===== config.mk =====
export PLATFORM = sky130hd
export DESIGN_NAME = dmgf_ctrl
export DESIGN_NICKNAME = d
export VERILOG_FILES = /design/src/design/dmgf_pkg.sv /design/src/design/dmgf_ctrl.sv
export SDC_FILE = /design/constraint.sdc
export NUM_CORES = 1
export LEC_CHECK = 0
export BUFFER_PORTS_ARGS = -buffer_cell sky130_fd_sc_hd__buf_4
export CAP_MARGIN = 5
export CELL_PAD_IN_SITES_DETAIL_PLACEMENT = 0
export CELL_PAD_IN_SITES_GLOBAL_PLACEMENT = 1
export CORE_UTILIZATION = 39
export CTS_BUF_LIST = sky130_fd_sc_hd__clkbuf_4
export CTS_CLUSTER_DIAMETER = 60
export DETAILED_ROUTE_END_ITERATION = 8
export GPL_TIMING_DRIVEN = 0
export PLACE_DENSITY_LB_ADDON = 0.1
export SYNTH_ARGS = -nofsm -noshare
export SYNTH_HDL_FRONTEND = slang
export SYNTH_SLANG_ARGS = --single-unit
export TNS_END_PERCENT = 10

===== constraint.sdc =====
create_clock -name clock -period 4.55 [get_ports clock]
set_clock_uncertainty 0.1 [all_clocks]
set_input_delay 0.455 -clock clock [delete_from_list [all_inputs] [get_ports clock]]
set_output_delay 0.455 -clock clock [all_outputs]
set_load 0.03 [all_outputs]

===== src/design/dmgf_pkg.sv =====
// Shared types and constants for the group-fill cache tag controller.
// No dependencies; used by every module in the design folder.
package dmgf_pkg;

   localparam int LINE_COUNT_DEF = 256;
   localparam int GROUP_SIZE_DEF = 32;
   localparam int TAG_W          = 32;
   localparam int LINE_INDEX_W   = 8;

   typedef struct packed {
      logic rd_en;
      logic wr_en;
   } mem_cmd_type;

endpackage


===== src/design/dmgf_ctrl.sv =====
// Sequencer of the tag controller: lookup, write-back read, group fill, clear and reset sweeps,
// miss counter and registered response. Depends on dmgf_pkg; drives dmgf_tag_ram.
module dmgf_ctrl #(
   parameter int LINE_COUNT = dmgf_pkg::LINE_COUNT_DEF,
   parameter int GROUP_SIZE = dmgf_pkg::GROUP_SIZE_DEF,
   parameter int IW         = $clog2(LINE_COUNT)
) (
   input  logic                                clock,
   input  logic                                reset,
   input  logic                                start,
   output logic                                busy,
   input  logic                                req_kind,
   input  logic [dmgf_pkg::TAG_W-1:0]          req_block_number,
   output logic                                rsp_valid,
   output logic                                rsp_hit,
   output logic [dmgf_pkg::LINE_INDEX_W-1:0]   rsp_line_index,
   output logic [dmgf_pkg::TAG_W-1:0]          rsp_writeback_base,
   output logic [dmgf_pkg::TAG_W-1:0]          rsp_fill_base,
   output logic [dmgf_pkg::TAG_W-1:0]          rsp_miss_total,
   output dmgf_pkg::mem_cmd_type               mem_cmd,
   output logic [IW-1:0]                       mem_rd_addr,
   output logic [IW-1:0]                       mem_wr_addr,
   output logic [dmgf_pkg::TAG_W-1:0]          mem_wr_data,
   input  logic [dmgf_pkg::TAG_W-1:0]          mem_rd_data
);

   localparam int TW      = dmgf_pkg::TAG_W;
   localparam int LW      = dmgf_pkg::LINE_INDEX_W;
   localparam int CNT_MAX = (LINE_COUNT > GROUP_SIZE) ? LINE_COUNT : GROUP_SIZE;
   localparam int CW      = $clog2(CNT_MAX) + 1;

   localparam logic [TW-1:0] LINE_MASK  = TW'(LINE_COUNT - 1);
   localparam logic [TW-1:0] GROUP_MASK = TW'(GROUP_SIZE - 1);
   localparam logic [TW-1:0] GROUP_ADD  = TW'(GROUP_SIZE);
   localparam logic [TW-1:0] SAT_LIMIT  = {TW{1'b1}} - GROUP_ADD;
   localparam logic [CW-1:0] LAST_FILL  = CW'(GROUP_SIZE - 1);
   localparam logic [CW-1:0] LAST_LINE  = CW'(LINE_COUNT - 1);

   localparam logic [2:0] ST_IDLE  = 3'd0;
   localparam logic [2:0] ST_CMP   = 3'd1;
   localparam logic [2:0] ST_WB    = 3'd2;
   localparam logic [2:0] ST_FILL  = 3'd3;
   localparam logic [2:0] ST_CLEAR = 3'd4;
   localparam logic [2:0] ST_INIT  = 3'd5;

   logic [2:0]    state_ff, state_in;
   logic [CW-1:0] cnt_ff, cnt_in;
   logic [TW-1:0] bn_ff, bn_in;
   logic [TW-1:0] wb_ff, wb_in;
   logic [TW-1:0] miss_ff, miss_in;

   logic          rsp_valid_ff, rsp_valid_in;
   logic          rsp_hit_ff, rsp_hit_in;
   logic [LW-1:0] rsp_line_ff, rsp_line_in;
   logic [TW-1:0] rsp_wb_ff, rsp_wb_in;
   logic [TW-1:0] rsp_fill_ff, rsp_fill_in;
   logic [TW-1:0] rsp_miss_ff, rsp_miss_in;

   logic [TW-1:0] req_line32, line32, lo32, grp32, fill_addr32, miss_sum;

   assign req_line32  = req_block_number & LINE_MASK;
   assign line32      = bn_ff & LINE_MASK;
   assign lo32        = bn_ff & ~GROUP_MASK;
   assign grp32       = lo32 & LINE_MASK;
   // wrap the group through the line mask, as for any other index
   assign fill_addr32 = (grp32 + TW'(cnt_ff)) & LINE_MASK;
   assign miss_sum    = (miss_ff > SAT_LIMIT) ? {TW{1'b1}} : miss_ff + GROUP_ADD;

   always_comb begin
      state_in     = state_ff;
      cnt_in       = cnt_ff;
      bn_in        = bn_ff;
      wb_in        = wb_ff;
      miss_in      = miss_ff;
      rsp_valid_in = 1'b0;
      rsp_hit_in   = rsp_hit_ff;
      rsp_line_in  = rsp_line_ff;
      rsp_wb_in    = rsp_wb_ff;
      rsp_fill_in  = rsp_fill_ff;
      rsp_miss_in  = rsp_miss_ff;
      mem_cmd      = '0;
      mem_rd_addr  = req_line32[IW-1:0];
      mem_wr_addr  = cnt_ff[IW-1:0];
      mem_wr_data  = TW'(cnt_ff);
      case (state_ff)
         ST_IDLE: begin
            if (start) begin
               bn_in = req_block_number;
               cnt_in = '0;
               if (req_kind) begin
                  state_in = ST_CLEAR;
               end else begin
                  mem_cmd.rd_en = 1'b1;
                  state_in = ST_CMP;
               end
            end
         end
         ST_CMP: begin
            if (mem_rd_data == bn_ff) begin
               rsp_valid_in = 1'b1;
               rsp_hit_in   = 1'b1;
               rsp_line_in  = line32[LW-1:0];
               rsp_wb_in    = '0;
               rsp_fill_in  = '0;
               rsp_miss_in  = miss_ff;
               state_in     = ST_IDLE;
            end else begin
               // fetch the tag at the group's first line for write-back
               mem_cmd.rd_en = 1'b1;
               mem_rd_addr   = grp32[IW-1:0];
               state_in      = ST_WB;
            end
         end
         ST_WB: begin
            wb_in    = mem_rd_data;
            cnt_in   = '0;
            state_in = ST_FILL;
         end
         ST_FILL: begin
            mem_cmd.wr_en = 1'b1;
            mem_wr_addr   = fill_addr32[IW-1:0];
            mem_wr_data   = lo32 + TW'(cnt_ff);
            if (cnt_ff == LAST_FILL) begin
               miss_in      = miss_sum;
               rsp_valid_in = 1'b1;
               rsp_hit_in   = 1'b0;
               rsp_line_in  = line32[LW-1:0];
               rsp_wb_in    = wb_ff;
               rsp_fill_in  = lo32;
               rsp_miss_in  = miss_sum;
               state_in     = ST_IDLE;
            end else begin
               cnt_in = cnt_ff + CW'(1);
            end
         end
         ST_CLEAR, ST_INIT: begin
            mem_cmd.wr_en = 1'b1;
            if (cnt_ff == LAST_LINE) begin
               state_in = ST_IDLE;
               if (state_ff == ST_CLEAR) begin
                  rsp_valid_in = 1'b1;
                  rsp_hit_in   = 1'b0;
                  rsp_line_in  = '0;
                  rsp_wb_in    = '0;
                  rsp_fill_in  = '0;
                  rsp_miss_in  = miss_ff;
               end
            end else begin
               cnt_in = cnt_ff + CW'(1);
            end
         end
         default: begin
            state_in = ST_IDLE;
         end
      endcase
   end

   always_ff @(posedge clock) begin
      if (reset) begin
         state_ff     <= ST_INIT;
         cnt_ff       <= '0;
         miss_ff      <= '0;
         rsp_valid_ff <= 1'b0;
      end else begin
         state_ff     <= state_in;
         cnt_ff       <= cnt_in;
         miss_ff      <= miss_in;
         rsp_valid_ff <= rsp_valid_in;
      end
   end

   always_ff @(posedge clock) begin
      bn_ff       <= bn_in;
      wb_ff       <= wb_in;
      rsp_hit_ff  <= rsp_hit_in;
      rsp_line_ff <= rsp_line_in;
      rsp_wb_ff   <= rsp_wb_in;
      rsp_fill_ff <= rsp_fill_in;
      rsp_miss_ff <= rsp_miss_in;
   end

   assign busy               = (state_ff != ST_IDLE);
   assign rsp_valid          = rsp_valid_ff;
   assign rsp_hit            = rsp_hit_ff;
   assign rsp_line_index     = rsp_line_ff;
   assign rsp_writeback_base = rsp_wb_ff;
   assign rsp_fill_base      = rsp_fill_ff;
   assign rsp_miss_total     = rsp_miss_ff;

   // each request leaves the idle state before its response, so response strobes never abut
   a_no_adjacent_rsp: assert property (@(posedge clock) disable iff (reset)
      rsp_valid_ff |=> !rsp_valid_ff)
      else $error("response strobes in consecutive cycles");

   a_fill_end_rsp: assert property (@(posedge clock) disable iff (reset)
      (state_ff == ST_FILL && cnt_ff == LAST_FILL) |=> (rsp_valid_ff && !rsp_hit_ff))
      else $error("group fill finished without a miss response");

   a_idle_no_write: assert property (@(posedge clock) disable iff (reset)
      (state_ff == ST_IDLE) |-> !mem_cmd.wr_en)
      else $error("tag write issued while idle");

   a_miss_monotonic: assert property (@(posedge clock) disable iff (reset)
      $past(!reset) |-> (miss_ff >= $past(miss_ff)))
      else $error("miss counter went backwards");

endmodule


Word level (Yosys, flattened, before mapping)
Index checks and enable logic that the tools add are counted.

Output and inout bits: 157. Logic and storage cells: 89. Register bits: 214.

Add/sub/neg operators: 4. Reduce and logical (&&, ||, !) cells: 11. Equal/unequal tests: 15. Order comparisons: 1. Mux-type cells: 47.

Operators by type and width (count): $mux 32 (11); $pmux 32 s3 (3); $mux 8 (7); $pmux 9 s4 (1); $add 32x6->32 const B (1); $add 32x9->32 (1); $eq 32x32->1 (1); $gt 32x32->1 const B (1); $mux 9 (3); $pmux 8 s3 (1); $pmux 3 s5 (1); $ne 2x2->1 const B (7); $mux 1 (12); $mux 3 (4); $add 9x1->9 const B (1); $eq 9x5->1 const B (1); $eq 9x8->1 const B (1); $add 8x8->8 (1); $eq 3x2->1 const B (2); $eq 3x3->1 const B (2); $pmux 1 s3 (2); $reduce_bool 3->1 (2); $reduce_and 5->1 (1); $reduce_and 2->1 (2); other kinds (9) (9).

Depth between registers and ports, before layout
Gate-level depths: netlist (run 1).

Word-level depth: 4. Mapped depth: 9. Depth with buffers taken out: 9.

Worst setup path before layout (run 1)
OpenSTA, ideal clock, no wires.

Path type: flip-flop to flip-flop. Start point: reg bn_ff[11]. End point: reg rsp_fill_ff[10], in the netlist rsp_fill_base[10] (enable). Cell stages (with the launch flop): 8. Setup time: 0.471 ns. Buffers on the path: 2. Data arrival time: 3.949 ns. Slack: 0.031 ns. Cells stage by stage: edfxtp_1 > clkbuf_2 > xor2_1 > nor4_1 > nand4_1 > o21ai_0 > clkbuf_1 > and3b_1.

Word-level cells in the longest chain between the ends: 3.

RTL lines: start: declaration (line dmgf_ctrl.sv:48) `logic [TW-1:0] bn_ff, bn_in;`; start signal: assignment (line dmgf_ctrl.sv:173) `bn_ff <= bn_in;`; $eq 32x32->1 (line dmgf_ctrl.sv:99) `if (mem_rd_data == bn_ff) begin`; $ne 2x2->1 (no source line); $reduce_and 5->1 (no source line); end signal: assignment (line dmgf_ctrl.sv:178) `rsp_fill_ff <= rsp_fill_in;`; end: declaration (line dmgf_ctrl.sv:56) `logic [TW-1:0] rsp_fill_ff, rsp_fill_in;`.

No other way between the ends. A chain may end at the register's enable or synchronous reset.

Worst setup path after layout (run 1)
Start point: reg bn_ff[20]. End point: out mem_rd_addr[6].

Word-level cells in the longest chain between the ends: 3.

RTL lines: $eq 32x32->1 (line dmgf_ctrl.sv:99); $mux 8 (line dmgf_ctrl.sv:99); $mux 8 (line dmgf_ctrl.sv:85) `case (state_ff)`; end: declaration (line dmgf_ctrl.sv:21) `output logic [IW-1:0] mem_rd_addr,`.

No other way between the ends.

==> results.py, run 1 <==
metrics = {
    "status": {
        "outcome": "completed",
    },
    "pwr": {
        "p_seq_share_pct": 52.8,
        "switching_power_w": 0.000864,
        "power_frac_clock_pct": 42.4,
        "intPower_w": 0.00301,
        "p_sw_share_pct": 22.3,
        "power.density_mw_per_mm2": 296,
        "combPwrFrac_pct": 4.8,
        "ir_drop_mv": 0.146,
        "leakage_nw": 5.19,
    },
    "floorplan": {
        "core_sq_mm": 0.0238,
        "initial_core_util_pct": 40.1,
        "die_area_sq_mm": 0.0251,
        "row_count": 56,
        "io_pins": 225,
        "die_w_um": 158,
        "die-height_um": 158,
    },
    "logic_synthesis": {
        "synth_warnings": 0,
        "synth_cell_types": 62,
        "synth_edf_count": 164,
        "ys.flop_type": "edfxtp_1",
        "netlist_instances": 797,
        "synth_top_area_share_pct": 51.6,
        "syn_area_per_cell_sq_um": 12.0,
        "yosysTopAreaCell": "edfxtp_1",
        "ys_seq_elements": 209,
        "async_flop_share_pct": 0,
        "netlist_top_cells_area": "edfxtp_1, dfxtp_1, and2_1",
        "synth-seq-area-share_pct": 61.1,
        "synth_area_sq_mm": 0.00954,
    },
    "critical_path": {
        "reg2reg_from": "bn_ff[20]$_DFFE_PP_",
        "path_class": "register to output pin",
        "worst-path-max-fanout": 10,
        "crit_buf_inv": 3,
        "required_ns": 3.99,
        "crit_start": "bn_ff[20]$_DFFE_PP_",
        "slowest_stage": "clkbuf_1",
        "end_kind": "output pin",
        "cp_top_family": "buffers and inverters",
        "slowest_delay_ns": 0.44,
        "path_cells": "clkbuf_1 -> xor2_1 -> nor4_1 -> nand4_1 -> o21ai_0 -> clkbuf_1 -> mux2_2 -> buf_4",
        "crit_path_frequent_cell": "clkbuf_1",
        "cp_data_arrival_time_ns": 3.32,
        "start_kind": "register",
    },
    "placement": {
        "dpl.hpwl_um": 19300,
        "port-buffer-count": 219,
        "pre_cts_ws_ns": 0.675,
        "placed_area_sq_mm": 0.0117,
        "dp.cells": 1341,
        "routabilityCongestion": 0.844,
    },
    "grt": {
        "grt.overflow.total": 0,
        "antenna_found_initial": 2,
        "grt_max_degree": 56,
        "grt_pass1_wl_um": 40500,
        "grtUsageTotal_pct": 21.7,
        "grt_pass1_vias": 7229,
    },
    "route": {
        "drt_first_pass_iters": 4,
        "routedWlPerCell_um": 18.0,
        "vias": 7505,
        "post_drt_via_cell_ratio": 4.96,
        "wl_um": 27300,
        "first_iter_violations": 371,
        "ant_nets": 0,
        "drcViolationCount": 0,
    },
    "sta": {
        "tightest_slew_ns": 1.07,
        "finalHoldViolCount": 0,
        "max_freq_mhz": 258,
        "slew_headroom_pct": 28.4,
        "setup_slack_ns": 0.674,
        "setup_viol": 0,
        "period_share_pct": 85.2,
        "rsz0062_at_grt": "no",
        "maxSlewViolCount": 0,
        "fin_crit_ns": 3.88,
        "finalSetupTns_ns": 0,
    },
    "finish": {
        "stdcell_area_sq_mm": 0.0131,
        "area_growth_pct": 37.0,
        "layout_commonest_cell": "buf_4",
        "layout_common_cells": "buf_4, edfxtp_1, clkbuf_4",
        "drive_gt1_share_pct": 31.3,
        "nets": 1223,
        "fin_cells": 1513,
        "nFillCells": 2151,
    },
    "clock_tree": {
        "cts_max_path_buffers": 3,
        "post_cts_resized": 0,
        "clk_pin_slew_ns": 0.06,
        "h-tree-depth": 2,
        "ctsHoldBuffers": 66,
        "clock_latency_ns": 0.70,
        "clockRootBuffer": "clkbuf_4",
        "numCtsBuffers": 56,
        "cts_setup_buffers": 0,
        "clock-sinks": 209,
        "cts_tree": "done",
    },
    "min_path": {
        "hold_class": "primary input to register",
        "min-delay-start": "start",
    },
    "run": {
        "maxCapViolations": 0,
    },
}
per-layer routing:
metal	global-route usage, %	share of wire [%]	vias to the layer above
met1	28.5	44	3533
met4	8.65	3.2	0
met3	4.52	6.0	50
met5	0	0	-
met2	35.0	47	255
li1	-	-	3667
kinds of logic after synthesis:
logic type      count (synthesis)  synth area share, %
simple gates                  301                 18.4
flops                         209                 61.1
compound gates                140                 9.38
buf+inv                        73                 3.78
xor+xnor                       57                 5.24
fa+ha+maj                       8                 1.13
mux                             8                0.945
other cells                     1               0.0393
power groups by stage:
stage / registers, W / clock network [W] / logic [W]
6_report: 0.00205 / 0.00164 / 0.000185
5_1_grt: 0.00204 / 0.00178 / 0.000198
4_1_cts: 0.00205 / 0.00170 / 0.000186
3_5_place_dp: 0.00209 / 0 / 0.000137
3_3_place_gp: 0.00209 / 0 / 0.000136
2_1_floorplan: 0.00209 / 0 / 0.0000578
synth_stat cells (3+ instances only):
cell,number
a211oi_1,6
a21o_1,9
a21oi_1,46
a221oi_1,4
a22oi_1,3
a2bb2oi_1,5
a311oi_1,11
a31oi_1,13
and2_1,78
and3_1,9
and4_1,12
buf_2,13
buf_4,18
clkbuf_1,24
dfxtp_1,45
edfxtp_1,164
ha_1,7
inv_1,14
mux2_2,8
nand2_1,33
nand2b_1,8
nand3_1,19
nand4_1,17
nor2_1,65
nor3_1,14
nor4_1,16
nor4b_1,3
o21a_1,7
o21ai_0,23
o31ai_1,3
or3_1,3
or4_1,3
xnor2_1,16
xor2_1,41
worst reg2reg max path: stages (launching register included):
cell and delay (ns):
edfxtp_1 0.35, clkbuf_1 0.21, xor2_1 0.21, nor4_1 0.35, nand4_1 0.19, o21ai_0 0.38
clkbuf_1 0.44, and3b_4 0.86, buf_16 0.35
registers in the layout (all words and copies together) (netlist names):
signal              flops
bn_ff                  32
miss_ff                32
rsp_miss_total         32
rsp_writeback_base     32
wb_ff                  32
rsp_fill_base          27
cnt_ff                  9
rsp_line_index          8
state_ff                3
rsp_hit                 1
rsp_valid               1
area by class of cell:
cell class / instances / area [sq um] / share of cell area (%)
Timing Repair Buffer: 288 / 2390 / 18.3
Sequential cell: 209 / 5830 / 44.6
Antenna cell: 2 / 5.00 / 0.0383
Clock buffer: 86 / 646 / 4.94
Tap cell: 319 / 399 / 3.06
Multi-Input combinational cell: 519 / 3370 / 25.8
Inverter: 14 / 52.6 / 0.402
Clock inverter: 17 / 67.6 / 0.517
Buffer: 59 / 308 / 2.36
metrics by stage:
stage | hold slack [ns] | util [%] | total power, W
global placement | 0.343 | 48.8 | 0.00222
detailed placement | 0.355 | 49.1 | 0.00222
finish | 0.0738 | 55.0 | 0.00387
global route | 0.0516 | 55.0 | 0.00402
floorplan | 0.328 | - | 0.00214
CTS | 0.0139 | 54.8 | 0.00393
final timing paths:
kind	to	slack (ns)	cells past startpoint
worst max-delay path	mem_rd_addr[6]	0.67	8
worst min-delay path	state_ff[0]$_SDFFE_PP1P_	0.07	3
worst max register to register	rsp_miss_total[24]$_DFFE_PP_	0.76	8
worst min register to register	miss_ff[4]$_SDFFE_PP0P_	0.36	2
No activity file was read; power rests on OpenSTA's default activity.
==> run 2, diff against run 1 <==
Settings changed: CORE_UTILIZATION 39 to 40.
==> run 2 against run 1 <==
First-iteration DRC count up 14%. Total power down 0.69%. Final cell count down 0.59%. Sequential share of layout area up 0.19 points. Worst setup slack better by 0.017 ns. Sequential power about the same. Combinational power about the same. Global-route usage up 0.27 points. Non-clock buffer count down 1. Highest routed layer unchanged.
==> results.py, run 2 (same netlist as run 1, synthesis figures left out) <==
metrics = {
    "critical_path": {
        "reg2reg_to": "rsp_writeback_base[19]$_SDFFCE_PP0P_",
        "slowest_stage": "clkbuf_1",
        "cp_data_arrival_time_ns": 3.30,
        "crit_path_frequent_cell": "clkbuf_1",
        "start_kind": "register",
        "crit_buf_inv": 3,
        "crit_start": "bn_ff[20]$_DFFE_PP_",
        "cp_num_cells": 8,
        "ff2ff_setup_slack_ns": 0.83,
        "end_kind": "output pin",
        "reg2reg_from": "bn_ff[20]$_DFFE_PP_",
        "reg2reg_depth": 8,
        "required_ns": 3.99,
        "worst-path-max-fanout": 10,
        "slowest_delay_ns": 0.40,
        "path_cells": "clkbuf_1 -> xor2_1 -> nor4_1 -> nand4_1 -> o21ai_0 -> clkbuf_1 -> mux2_2 -> buf_4",
        "path_class": "register to output pin",
        "cp_top_family": "buffers and inverters",
    },
    "clock_tree": {
        "cts_max_path_buffers": 3,
        "numCtsBuffers": 55,
        "clk_pin_slew_ns": 0.06,
        "cts_tree": "done",
        "clock-sinks": 209,
        "h-tree-depth": 2,
        "clock_latency_ns": 0.68,
        "clockRootBuffer": "clkbuf_4",
    },
    "floorplan": {
        "die-height_um": 156,
        "core_sq_mm": 0.0234,
        "die_area_sq_mm": 0.0245,
        "row_count": 56,
        "io_pins": 225,
        "die_w_um": 156,
        "initial_core_util_pct": 40.7,
    },
    "pwr": {
        "ir_drop_mv": 0.134,
        "power.density_mw_per_mm2": 296,
        "finalPower_w": 0.00384,
        "leakage_nw": 5.16,
    },
    "grt": {
        "grt_pass1_wl_um": 40400,
        "antenna_found_initial": 1,
        "grtUsageTotal_pct": 22.0,
        "grt.overflow.total": 0,
        "grt_pass1_vias": 7313,
        "grt_max_degree": 56,
    },
    "finish": {
        "layout_common_cells": "buf_4, edfxtp_1, clkbuf_4",
        "stdcell_area_sq_mm": 0.0130,
        "nets": 1221,
        "drive_gt1_share_pct": 31.3,
        "area_growth_pct": 36.4,
        "layout_commonest_cell": "buf_4",
    },
    "sta": {
        "rsz0062_at_grt": "no",
        "tightest_slew_ns": 1.23,
        "setup_viol": 0,
        "slew_headroom_pct": 18.1,
        "finalHoldViolCount": 0,
        "max_freq_mhz": 259,
        "fin_crit_ns": 3.86,
        "period_share_pct": 84.8,
        "maxSlewViolCount": 0,
    },
    "run": {
        "maxCapViolations": 0,
    },
    "route": {
        "wl_um": 26900,
        "vias": 7539,
        "drcViolationCount": 0,
        "ant_nets": 0,
        "post_drt_via_cell_ratio": 5.01,
        "drt_first_pass_iters": 5,
        "first_iter_violations": 423,
        "routedWlPerCell_um": 17.9,
    },
    "min_path": {
        "hold_class": "primary input to register",
        "min_path_cells": 3,
        "min-delay-start": "start",
        "holdPathEnd": "state_ff[0]$_SDFFE_PP1P_",
    },
    "status": {
        "outcome": "completed",
    },
    "placement": {
        "port-buffer-count": 219,
        "dpl.hpwl_um": 19400,
        "routabilityCongestion": 0.865,
        "placed_area_sq_mm": 0.0117,
    },
}
[run 2: changes by cell type in the layout (fill, tap and decap cells not counted)]
cell and change:
clkinv_4 +1, clkinvlp_4 +1, clkinv_1 -6, clkbuf_4 -2, buf_16 -1, inv_2 -2
[run 2: layout make-up]
type                            instances  area, sq um
Multi-Input combinational cell        519         3370
Buffer                                 59          308
Antenna cell                            2         5.00
Clock inverter                         11         53.8
Clock buffer                           84          631
Fill cell                            2121        10400
Timing Repair Buffer                  287         2360
Sequential cell                       209         5830
Tap cell                              319          399
Inverter                               14         52.6
[run 2: layer usage]
layer,vias up,part of all wire (%),global-route usage (%)
li1,3661,-,-
met1,3568,41,27.1
met2,255,51,38.1
met3,55,5.6,4.15
met4,0,2.4,8.36
met5,-,0,0
[run 2: tightest hold or removal path: stages]
cell	delay [ns]
buf_4	0.10
a21o_1	0.11
a221o_1	0.12
[run 2: where the power goes]
part	total (W)	leakage [nW]	switching, W	internal (W)
registers	0.00205	1.94	0.00000359	0.00204
clock network	0.00161	0.412	0.000778	0.000837
logic	0.000184	2.81	0.0000789	0.000105
[run 2: repair_timing]
| item | in CTS | in global routing |
|---|---|---|
| setup endpoints to repair | 0 | 0 |
| gates resized for setup | 0 | 0 |
| hold buffers | 66 | 0 |
| buffers inserted | 0 | 0 |
| endpoints found under the hold margin | 65 | 0 |
[run 2: stage by stage]
step	worst slack, ns	util (%)	hold WS (ns)	setup TNS, ns	std cells
final	0.691	55.6	0.0300	0	1504
after global placement	-1.84	49.5	0.340	-183.62	1339
after detailed placement	0.735	49.8	0.350	0	1341
after global routing	0.425	55.6	0.0396	0	1504
after floorplan	0.0306	-	0.328	0	801
after CTS	0.546	55.5	0.00381	0	1502
[run 2: worst max-delay path by stage]
stage	endpoint	slack (ns)
global placement	rsp_writeback_base[17]$_SDFFCE_PP0P_	-1.84
finish	mem_rd_addr[6]	0.69
CTS	mem_rd_addr[6]	0.55
floorplan	rsp_fill_base[10]$_SDFFCE_PP0P_	0.03
global route	mem_rd_addr[6]	0.43
detailed placement	rsp_writeback_base[15]$_SDFFCE_PP0P_	0.74
==> run 3, diff against run 2 <==
Settings changed: CORE_UTILIZATION 40 to 44.
Clock period 4.55 ns to 3.9 ns, I/O delays scaled along.
==> run 3 against run 2 <==
Global-route usage is 2.0 points higher. Total power is 15% higher. Largest power group unchanged. Sequential share of layout area hardly changed. Count of clock-buffer cells in the layout is 9 lower. Cell area is 0.11% lower. Non-clock buffer count is 1 higher. Clock power is 12% higher.
==> results.py, run 3 (same netlist as run 1, synthesis figures left out) <==
metrics = {
    "finish": {
        "drive_gt1_share_pct": 30.8,
        "area_growth_pct": 36.2,
        "stdcell_area_sq_mm": 0.0130,
        "multi_input_area_sq_mm": 0.00338,
        "layout_common_cells": "buf_4, edfxtp_1, and2_1",
        "nFillCells": 1789,
        "final_core_util_pct": 61.4,
        "layout_commonest_cell": "buf_4",
        "seqCellArea_sq_mm": 0.00583,
        "nets": 1222,
    },
    "pwr": {
        "ir_drop_mv": 0.154,
        "leakage_nw": 5.15,
        "combPwrFrac_pct": 4.8,
        "power.density_mw_per_mm2": 339,
        "switching_power_w": 0.000996,
        "power_frac_clock_pct": 41.0,
        "intPower_w": 0.00341,
        "finalPower_w": 0.00440,
        "p_seq_share_pct": 54.2,
        "p_sw_share_pct": 22.6,
    },
    "clock_tree": {
        "cts_tree": "done",
        "clock-sinks": 209,
        "clock_latency_ns": 0.68,
        "clockRootBuffer": "clkbuf_4",
        "numCtsBuffers": 55,
        "clk_pin_slew_ns": 0.06,
        "h-tree-depth": 2,
        "cts_max_path_buffers": 3,
    },
    "grt": {
        "grt.overflow.total": 0,
        "grt_max_degree": 61,
        "grtUsageTotal_pct": 24.0,
        "grt_pass1_vias": 7438,
        "antenna_found_initial": 2,
        "grt_pass1_wl_um": 40500,
    },
    "floorplan": {
        "core_sq_mm": 0.0212,
        "die_w_um": 149,
        "row_count": 53,
        "die-height_um": 149,
        "die_area_sq_mm": 0.0223,
        "initial_core_util_pct": 45.1,
        "io_pins": 225,
    },
    "critical_path": {
        "path_class": "register to output pin",
        "worst-path-max-fanout": 10,
        "path_cells": "xor2_1 -> nor4_1 -> nand4_1 -> o21ai_2 -> clkbuf_4 -> mux2_2 -> buf_4",
        "crit_buf_inv": 2,
        "slowest_delay_ns": 0.53,
        "cp_data_arrival_time_ns": 3.22,
        "required_ns": 3.41,
        "end_kind": "output pin",
        "slowest_stage": "edfxtp_1",
        "start_kind": "register",
        "cp_top_family": "simple AND/OR/NAND/NOR gates",
    },
    "route": {
        "post_drt_via_cell_ratio": 5.22,
        "vias": 7658,
        "ant_nets": 0,
        "wl_met2_um": 11900,
        "routedWlPerCell_um": 18.0,
        "wl_met1_um": 12100,
        "drcViolationCount": 0,
        "drt_first_pass_iters": 5,
        "top_layer": "met4",
        "routed-wl-met3_um": 1770,
        "wl_um": 26400,
        "first_iter_violations": 438,
    },
    "sta": {
        "finalSetupTns_ns": 0,
        "maxSlewViolCount": 0,
        "rsz0062_at_grt": "no",
        "max_freq_mhz": 269,
        "setup_viol": 0,
        "fin_crit_ns": 3.71,
        "period_share_pct": 95.2,
        "slew_headroom_pct": 29.3,
        "tightest_slew_ns": 1.05,
        "holdWs_ns": 0.132,
        "finalHoldViolCount": 0,
    },
    "placement": {
        "port-buffer-count": 219,
        "placed_area_sq_mm": 0.0116,
        "dpl.hpwl_um": 18400,
        "routabilityCongestion": 0.854,
    },
    "min_path": {
        "hold_class": "primary input to register",
    },
    "status": {
        "outcome": "completed",
    },
    "run": {
        "maxCapViolations": 0,
    },
}
-- run 3: repair_timing --
item,in CTS,in global routing
setup buffers,0,0
gates cloned,0,0
gates resized for setup,4,1
hold buffers,67,0
setup endpoints to repair,75,61
hold endpoints to repair,66,0
-- run 3: area by class of cell --
class | count | share of cell area, %
Clock buffer | 75 | 4.33
Tap cell | 275 | 2.65
Clock inverter | 26 | 0.886
Antenna cell | 2 | 0.0385
Multi-Input combinational cell | 519 | 26.0
Inverter | 14 | 0.405
Timing Repair Buffer | 289 | 18.5
Buffer | 58 | 2.37
Sequential cell | 209 | 44.9
-- run 3: metrics by stage --
stage | setup slack, ns | std cells
finish | 0.189 | 1467
CTS | 0.0522 | 1464
global placement | -1.16 | 1295
detailed placement | -0.310 | 1296
global route | 0.000948 | 1467
floorplan | 0.491 | 801
-- run 3: final timing paths --
kind,startpoint,endpoint,slack (ns),depth (start not counted)
setup reg to reg,bn_ff[29]$_DFFE_PP_,rsp_writeback_base[13]$_SDFFCE_PP0P_,0.33,7
hold reg to reg,miss_ff[3]$_SDFFE_PP0P_,miss_ff[3]$_SDFFE_PP0P_,0.36,2
hold / removal,reset,cnt_ff[7]$_SDFFE_PP0P_,0.13,3
setup / recovery,bn_ff[29]$_DFFE_PP_,mem_rd_addr[6],0.19,7
-- run 3: power by group through the flow --
| stage | clock network [W] | logic (W) | registers, W |
|---|---|---|---|
| after floorplan | 0 | 0.0000675 | 0.00243 |
| after global placement | 0 | 0.000153 | 0.00243 |
| after detailed placement | 0 | 0.000154 | 0.00243 |
| after CTS | 0.00187 | 0.000211 | 0.00239 |
| after global routing | 0.00198 | 0.000226 | 0.00238 |
| final | 0.00180 | 0.000213 | 0.00239 |
-- run 3: worst register-to-register path, delay by kind of cell (launching register included) --
family | cells | cell delay [ns]
buffers and inverters | 2 | 0.68
AOI/OAI and AO/OA | 1 | 0.28
and+or+nand+nor | 3 | 1.37
xor gates and xnor gates | 1 | 0.22
DFF | 1 | 0.53
-- run 3: metal layers --
metal / vias up / global-route usage (%)
li1: 3685 / -
met1: 3637 / 34.1
met2: 287 / 35.9
met3: 49 / 4.62
met4: 0 / 9.85
met5: - / 0
